$ cat src/rtl/core/srgemv_pkg.sv
package srgemv_pkg;

  // vector store geometry
  localparam int VEC_DEPTH = 4096;
  localparam int ADDR_W    = $clog2(VEC_DEPTH);

  // field widths
  localparam int COL_W   = 12;
  localparam int DATA_W  = 32;
  localparam int ROW_W   = 16;
  localparam int PADDR_W = 3;
  localparam int FRAC_W  = 16;

  // item commands
  localparam logic [1:0] CMD_LOAD    = 2'd0;
  localparam logic [1:0] CMD_START   = 2'd1;
  localparam logic [1:0] CMD_NONZERO = 2'd2;

  // register select (paddr bit 2)
  localparam logic REG_ALPHA = 1'b0;
  localparam logic REG_BETA  = 1'b1;

  typedef logic signed [DATA_W-1:0]   q_t;
  typedef logic signed [2*DATA_W-1:0] prod_t;

  // sequencer to datapath controls
  typedef struct packed {
    logic p1_en;
    logic beta_sel;
    logic t_en;
    logic p2_en;
    logic seed_sel;
    logic acc_en;
    logic emit;
  } dp_ctrl_t;

  // q16.16 product: floor shift by the fraction width, then saturate
  function automatic q_t q_trunc(input prod_t p);
    logic signed [2*DATA_W-FRAC_W-1:0] s;
    logic                              fits;
    begin
      s    = p[2*DATA_W-1:FRAC_W];
      fits = (&s[2*DATA_W-FRAC_W-1:DATA_W-1]) || !(|s[2*DATA_W-FRAC_W-1:DATA_W-1]);
      if (fits) begin
        q_trunc = s[DATA_W-1:0];
      end else if (s[2*DATA_W-FRAC_W-1]) begin
        q_trunc = {1'b1, {(DATA_W-1){1'b0}}};
      end else begin
        q_trunc = {1'b0, {(DATA_W-1){1'b1}}};
      end
    end
  endfunction

  // saturating add
  function automatic q_t q_add(input q_t a, input q_t b);
    logic signed [DATA_W:0] sum;
    begin
      sum = {a[DATA_W-1], a} + {b[DATA_W-1], b};
      if (sum[DATA_W] == sum[DATA_W-1]) begin
        q_add = sum[DATA_W-1:0];
      end else if (sum[DATA_W]) begin
        q_add = {1'b1, {(DATA_W-1){1'b0}}};
      end else begin
        q_add = {1'b0, {(DATA_W-1){1'b1}}};
      end
    end
  endfunction

endpackage

$ cat src/rtl/core/srgemv_cfg.sv
module srgemv_cfg (
  input  logic                             clk,
  input  logic                             rst,
  input  logic                             psel,
  input  logic                             penable,
  input  logic                             pwrite,
  input  logic [srgemv_pkg::PADDR_W-1:0]   paddr,
  input  logic [srgemv_pkg::DATA_W-1:0]    pwdata,
  output logic [srgemv_pkg::DATA_W-1:0]    prdata,
  output logic                             pready,
  output srgemv_pkg::q_t                   alpha_gain,
  output srgemv_pkg::q_t                   beta_gain
);

  logic wr_en;

  assign pready = 1'b1;
  assign wr_en  = psel && penable && pwrite;

  // register writes
  always_ff @(posedge clk) begin
    if (rst) begin
      alpha_gain <= srgemv_pkg::q_t'(65536);
      beta_gain  <= '0;
    end else if (wr_en) begin
      if (paddr[2] == srgemv_pkg::REG_BETA) begin
        beta_gain <= pwdata;
      end else begin
        alpha_gain <= pwdata;
      end
    end
  end

  // read back
  always_comb begin
    if (paddr[2] == srgemv_pkg::REG_BETA) begin
      prdata = beta_gain;
    end else begin
      prdata = alpha_gain;
    end
  end

endmodule

$ cat config.mk
export PLATFORM = sky130hd
export DESIGN_NAME = srgemv_cfg
export DESIGN_NICKNAME = d
export VERILOG_FILES = /design/src/rtl/core/srgemv_pkg.sv /design/src/rtl/core/srgemv_cfg.sv
export SDC_FILE = /design/constraint.sdc
export NUM_CORES = 1
export LEC_CHECK = 0
export BUFFER_PORTS_ARGS = -buffer_cell sky130_fd_sc_hd__buf_2
export CAP_MARGIN = 30
export CORE_ASPECT_RATIO = 0.9
export CORE_MARGIN = 2
export CORE_UTILIZATION = 51
export DETAILED_ROUTE_END_ITERATION = 7
export PLACE_DENSITY = 0.86
export SLEW_MARGIN = 0
export SYNTH_ARGS = -nofsm -noshare
export SYNTH_HDL_FRONTEND = slang
export SYNTH_SLANG_ARGS = --single-unit
$ cat constraint.sdc
create_clock -name clk -period 1.5 [get_ports clk]
set_input_delay 0.075 -clock clk [delete_from_list [all_inputs] [get_ports clk]]
set_output_delay 0.075 -clock clk [all_outputs]
set_load 0.005 [all_outputs]
Yosys cells after proc, flatten, opt, wreduce, memory -nomap -nowiden:

Cells that the tools add are included.

* reduce and logical (&&, ||, !) cells: 4
* multiplexer cells: 1
* bitwise gates (word level): 1

Operators with widths (count)
* 32-bit two-way mux: 1
* 2-bit AND reduction: 2
* 1-bit logical AND: 2
* 1-bit NOT: 1

* logic and storage cells: 8
* output and inout port bits: 97
* input bits: 40
* flip-flop bits (word level): 64

Longest topological paths before layout:

Gate-level depths: netlist (run 1).

* depth in word-level cells: 3
* mapped depth: 5

Worst setup path after synthesis (run 1):

No wires, ideal clock.

* path type: input port to flip-flop
* start: input port paddr[2] (netlist bit)
* end: register alpha_gain[10]
* cell stages on the path: 5
* library setup time: 72 ps
* buffers on the path: 3
* slack: 536 ps
* data required time: 1428 ps
* arrival time: 893 ps
* cell sequence: buf_6 > and4b_1 > buf_6 > buf_8 > mux2i_1

* word-level cells in the longest chain between the ends: 2

Ends and longest elaborated chain
* start: declaration: RTL line srgemv_cfg.sv:7 `input logic [srgemv_pkg::PADDR_W-1:0] paddr,`
* 1-bit NOT (no source line)
* 2-bit AND reduction (no source line)
* end signal: assignment: RTL line srgemv_cfg.sv:23 `alpha_gain <= srgemv_pkg::q_t'(65536);`
* end signal: assignment: RTL line srgemv_cfg.sv:29 `alpha_gain <= pwdata;`
* end: declaration: RTL line srgemv_cfg.sv:11 `output srgemv_pkg::q_t alpha_gain,`

Every way passes these cells.
A chain may end at the register's enable or synchronous reset.

Final worst setup path (run 1):

* start: register beta_gain[31]
* end: output port prdata[31] (netlist bit)

* word-level cells in the longest chain between the ends: 1

Ends and longest elaborated chain
* start: declaration: RTL line srgemv_cfg.sv:12 `output srgemv_pkg::q_t beta_gain`
* start signal: assignment: RTL line srgemv_cfg.sv:27 `beta_gain <= pwdata;`
* 32-bit two-way mux: RTL line srgemv_cfg.sv:36 `if (paddr[2] == srgemv_pkg::REG_BETA) begin`
* end: declaration: RTL line srgemv_cfg.sv:9 `output logic [srgemv_pkg::DATA_W-1:0] prdata,`

Every way passes these cells.

==> results.yml, run 1 <==
outcome:
  status: "finished, violations left"
  violations: "design-rule violations"
sta:
  grt_setup_unrepaired: "false"
  worstMarginPinSlew_ns: 0.6543
  max_freq_ghz: 0.8842
  finClkSkew_ns: 0
  drv_slew: 0
  setup_viol: 0
  timing_hold_violations_final: 0
  period_share_pct: 75.40
  slew_headroom_pct: 56.29
  fin_crit_ns: 1.131
  setup_tns_ns: 0
placement:
  gp_congestion: 0.7505
  io_buffers: 133
  dp_hpwl_um: 4580
  place_area_um2: 3747
  dpl.cell_count: 470
drt:
  drt_pass1_iterations: 7
  num_vias: 2425
  drtIter0Drc: 81
  via_per_inst: 4.990
  drc: 11
  routed_wl_um: 6570
  drt.antenna.violating_nets: 0
  post_drt_wl_per_cell_um: 13.52
logic_synthesis:
  synth.avg_cell_area_um2: 10.85
  synth_cell_types: 15
  yosysWarnings: 0
  syn_nets: 323
  ys_seq_area_share_pct: 41.73
  synth_area_leaders: "dfxtp_1, mux2i_1, nand2b_1"
  synth_area_leader_cell: "dfxtp_1"
  synth_top_area_share_pct: 41.73
  syn-cell-area_um2: 3070
  synth-seq-cells: 64
  synthCells: 283
setup_path:
  critPathLaunchType: "register"
  rrSetupSlack_ns: 0.84
  crit_fanout: 3
  critPathKind: "register to output port"
  cpPeakStageDelay_ns: 0.34
  crit_path_start: "beta_gain[31]"
  crit_chain: "mux2_2 > buf_2"
  arrival_ns: 1.06
  cp_slowest_cell: "dfxtp_1"
  r2r_start: "beta_gain[20]"
  cp.required_ns: 1.42
  cp-end-kind: "output port"
layout:
  nets: 451
  area_growth_pct: 28.52
  num_antenna_cells: 0
  drive_gt1_share_pct: 44.95
  final_cell_area_um2: 3946
  stdcell_count: 486
power_and_ir_drop:
  power_density_nw_per_um2: 910.2
  irDropWorstVdd_mv: 0.4444
  leakagePower_nw: 2.052
global_routing:
  track_usage_pct: 20.33
  grt_pass1_wl_um: 10830
  antenna_found_initial: 0
  grt_pass1_vias: 2277
  grt_max_degree: 98
  overflow: 0
die:
  rows: 26
  die_area_um2: 6658
  num_io_pins: 137
  die_w_um: 85.79
  chipHeight_um: 77.61
  initial_utilization_pct: 53.32
  coreArea_um2: 5758
cts:
  cts_tree: "done"
  cts_num_sinks: 64
  postCtsSetupBuffers: 0
  cts_hold_buffers: 0
  cts_buffers: 9
  clk_pin_slew_worst_paths_ns: 0.07
  ctsHtreeMaxLevel: 3
  post_cts_resized: 0
  root_buffer: "clkbuf_8"
  clock_path_buffers: 2
  clock_latency_ns: 0.33
job:
  drv_cap: 0
worst_hold_path:
  worstHoldStart: "pwdata[16]"
  hold_class: "input port to register"
[worst paths after layout]
kind | endpoint | cells past startpoint
setup / recovery | prdata[31] | 2
hold / removal | beta_gain[16] | 3
setup reg to reg | beta_gain[20] | 2
hold reg to reg | alpha_gain[6] | 2
[where the power goes]
| part | internal (W) | switching, W |
|---|---|---|
| sequential | 0.00174 | 0.0000282 |
| combinational | 0.000193 | 0.000157 |
| clock | 0.000855 | 0.000621 |
| total | 0.00279 | 0.000807 |
[cell type report]
| type | instances | area (um^2) |
|---|---|---|
| timing repair buffer | 138 | 715.7 |
| tap | 70 | 87.58 |
| fill | 456 | 1812 |
| multi-input combinational | 198 | 1663 |
| sequential | 64 | 1281 |
| clock buffer | 13 | 158.9 |
| clock inverter | 3 | 40.04 |
[flip-flops by register name, indices dropped and copies added, names as in the netlist]
register / flops
beta_gain: 32
alpha_gain: 32
[critical path, delay by kind of cell (launching register included)]
kind / cells / cell delay, ns
buffers and inverters: 1 / 0.12
DFF: 1 / 0.34
muxes: 1 / 0.27
[cell usage after synthesis]
library cell / n
nand2b_1: 95
dfxtp_1: 64
mux2i_1: 64
mux2_2: 32
clkbuf_1: 10
buf_2: 6
buf_6: 2
buf_8: 2
nor2_1: 2
and4_1: 1
and4b_1: 1
buf_4: 1
conb_1: 1
nand4_4: 1
nand4b_2: 1
[kinds of logic after synthesis]
logic type             share of synthesized area (%)
multiplexers                                   32.60
buffers and inverters                          4.157
other                                         0.1221
AND/OR/NAND/NOR                                21.39
flip-flops                                     41.73
[per-layer routing]
layer  GRT usage [%]  up-vias  part of all wire (%)
li1                -     1206                     -
met1           25.22     1116                    45
met2           33.75       95                    46
met3           4.894        8                   7.6
met4           8.413        0                   1.2
met5               0        -                     0
[metrics by stage]
stage / util, % / hold WS, ns / power (W) / setup WS (ns)
global route: 68.54 / 0.03073 / 0.003730 / 0.3336
global placement: 65.08 / 0.3475 / 0.002146 / 0.3555
finish: 68.54 / 0.02435 / 0.003592 / 0.3690
floorplan: - / 0.2303 / 0.002014 / 0.5359
detailed placement: 65.08 / 0.3605 / 0.002154 / 0.2811
CTS: 68.54 / 0.01163 / 0.003621 / 0.3532
[cells in the final DEF (no fill, tap or decap)]
cell type and instances:
and4_1 1, and4b_2 1, buf_12 1, buf_2 133, buf_4 4, bufinv_16 1, clkbuf_1 2, clkbuf_8 11
clkinv_2 2, conb_1 1, dfxtp_1 64, mux2_2 32, mux2i_1 64, nand2b_1 95, nand4_4 1, nand4b_2 1
nor2_1 2
Power figures use the tool's default switching activity.
==> run 2, diff against run 1 <==
--- a/config.mk
+++ b/config.mk
@@ -9,9 +9,9 @@
 export CAP_MARGIN = 30
 export CORE_ASPECT_RATIO = 0.9
 export CORE_MARGIN = 2
-export CORE_UTILIZATION = 51
+export CORE_UTILIZATION = 43
 export DETAILED_ROUTE_END_ITERATION = 7
-export PLACE_DENSITY = 0.86
+export PLACE_DENSITY = 0.77
 export SLEW_MARGIN = 0
 export SYNTH_ARGS = -nofsm -noshare
 export SYNTH_HDL_FRONTEND = slang
==> constraint.sdc (replaced) <==
create_clock -name clk -period 0.9 [get_ports clk]
set_input_delay 0.045 -clock clk [delete_from_list [all_inputs] [get_ports clk]]
set_output_delay 0.045 -clock clk [all_outputs]
set_load 0.005 [all_outputs]
==> run 2 against run 1 <==
The flow finishes with violations (negative setup slack). Worst hold slack worse by 0.012 ns. Combinational power grew to 3.0 times the previous value. Setup slack worse by 0.59 ns. Clock skew stayed put. Via count is 23% higher. Count of clock-buffer cells in the layout stayed put. Cell count is 27% higher. Register-to-register slack worse by 0.89 ns. Total power is 82% higher. Non-clock buffer count is 107 higher. Clock power is 72% higher. Largest power group unchanged.
==> results.yml, run 2 (synthesis results as in run 1) <==
cts:
  cts_tree: "done"
  clock_latency_ns: 0.33
  clock_path_buffers: 2
  clk_pin_slew_worst_paths_ns: 0.08
  root_buffer: "clkbuf_8"
  ctsHtreeMaxLevel: 3
  cts_buffers: 9
  cts_num_sinks: 64
die:
  coreArea_um2: 6967
  die_w_um: 93.07
  initial_utilization_pct: 44.07
  rows: 29
  num_io_pins: 137
  die_area_um2: 7833
  chipHeight_um: 84.17
drt:
  post_drt_wl_per_cell_um: 17.56
  drtIter0Drc: 64
  drc: 0
  drt_pass1_iterations: 4
  via_per_inst: 4.836
  routed_wl_um: 10810
  num_vias: 2979
  drt.antenna.violating_nets: 0
power_and_ir_drop:
  leakagePower_nw: 2.806
  swShare_pct: 23.86
  irDropWorstVdd_mv: 0.7986
  p_clk_share_pct: 38.9
  p_seq_share_pct: 45.2
  cell_internal_pwr_w: 0.004982
  power_density_nw_per_um2: 1128
  comb_power_share_pct: 16.0
  p_switching_w: 0.001561
worst_hold_path:
  hold_class: "input port to register"
  worstHoldStart: "pwdata[3]"
sta:
  fin_crit_ns: 1.119
  timing_hold_violations_final: 0
  grt_setup_unrepaired: "true"
  finClkSkew_ns: 0
  setup_viol: 90
  period_share_pct: 124.3
  max_freq_ghz: 0.8936
  worst_slack_ns: -0.2190
  whs_ns: 0.01259
  drv_slew: 0
global_routing:
  grtUsageMet1_pct: 27.15
  antenna_found_initial: 0
  track_usage_pct: 24.40
  grt_pass1_vias: 2975
  grt_max_degree: 55
  use_met3_pct: 5.655
  overflow: 0
  grt-busiest-layer: "met2"
  grt_pass1_wl_um: 15000
  use_met2_pct: 45.98
outcome:
  violations: "negative setup slack"
  status: "finished, violations left"
setup_path:
  crit_path_start: "beta_gain[9]"
  r2r_start: "alpha_gain[6]"
  reg2reg_depth: 5
  crit_fanout: 2
  crit_path_end: "prdata[9]"
  cp.required_ns: 0.85
  critPathKind: "register to output port"
  r2r-end: "alpha_gain[6]"
  critPathLaunchType: "register"
  rrSetupSlack_ns: -0.05
  arrival_ns: 1.07
  cp-end-kind: "output port"
placement:
  dpl.cell_count: 502
  gp_congestion: 0.6996
  io_buffers: 133
  dp_hpwl_um: 5087
job:
  drv_cap: 0
layout:
  top_regs: "alpha_gain x32, beta_gain x32"
  drive_gt1_share_pct: 64.24
  final_common_cell: "buf_6"
  fillers: 389
  nets: 558
  num_antenna_cells: 0
  stdcell_count: 616
  final_cell_mix: "buf_6, nand2b_1, mux2i_1, dfxtp_2, buf_2"
  area_growth_pct: 88.96
-- run 2: changes by cell type in the layout (fill, tap and decap cells not counted), sizes merged --
cell / before / now
buf: 138 / 223
dlygate4sd3: 0 / 22
-- run 2: routing by layer --
layer,part of all wire (%),up-vias
li1,-,1417
met1,39,1436
met2,55,106
met3,4.5,20
met4,2.1,0
met5,0,-
-- run 2: power groups by stage --
stage	registers, W	clock network [W]	logic, W
5_1_grt	0.00296	0.00271	0.00111
4_1_cts	0.00295	0.00255	0.000923
2_1_floorplan	0.00300	0	0.000356
3_3_place_gp	0.00300	0	0.000626
6_report	0.00296	0.00254	0.00104
3_5_place_dp	0.00300	0	0.000641
-- run 2: worst min path at each step --
stage                     depth (start not counted)              to  slack [ns]
after floorplan                                   2   beta_gain[16]        0.20
after global placement                            3  alpha_gain[16]        0.32
after detailed placement                          3   beta_gain[16]        0.34
after CTS                                         3   alpha_gain[6]       0.001
after global routing                              3   beta_gain[12]       0.009
final                                             3   alpha_gain[3]        0.01
-- run 2: what timing repair did --
action,4_1_cts,5_1_grt
buffers inserted,51,54
hold endpoints to repair,37,0
pin swaps,0,0
resized for setup,182,75
endpoints found under the setup margin,35,87
hold buffers,22,0
-- run 2: cell type report --
cell class | instances | area [um^2] | area share, %
Multi-Input combinational cell | 198 | 1757 | 30.28
Clock inverter | 3 | 40.04 | 0.6901
Clock buffer | 13 | 158.9 | 2.739
Tap cell | 93 | 116.4 | 2.006
Timing Repair Buffer | 245 | 2369 | 40.82
Sequential cell | 64 | 1361 | 23.46
-- run 2: worst max-delay path: stages (launching register included) --
cell and delay, ns:
dfxtp_2 0.34, mux2_4 0.28, buf_6 0.12
-- run 2: stage by stage --
step | worst slack [ns] | power [W] | area [um^2] | setup TNS [ns] | utilization (%)
floorplan | -0.03070 | 0.003359 | 3074 | -0.6140 | -
global placement | -0.06381 | 0.003627 | 3906 | -2.415 | 56.07
detailed placement | -0.1359 | 0.003645 | 3906 | -4.233 | 56.07
CTS | -0.2023 | 0.006418 | 5391 | -7.716 | 77.39
global route | -0.2454 | 0.006780 | 5802 | -11.05 | 83.28
finish | -0.2190 | 0.006543 | 5802 | -7.947 | 83.28
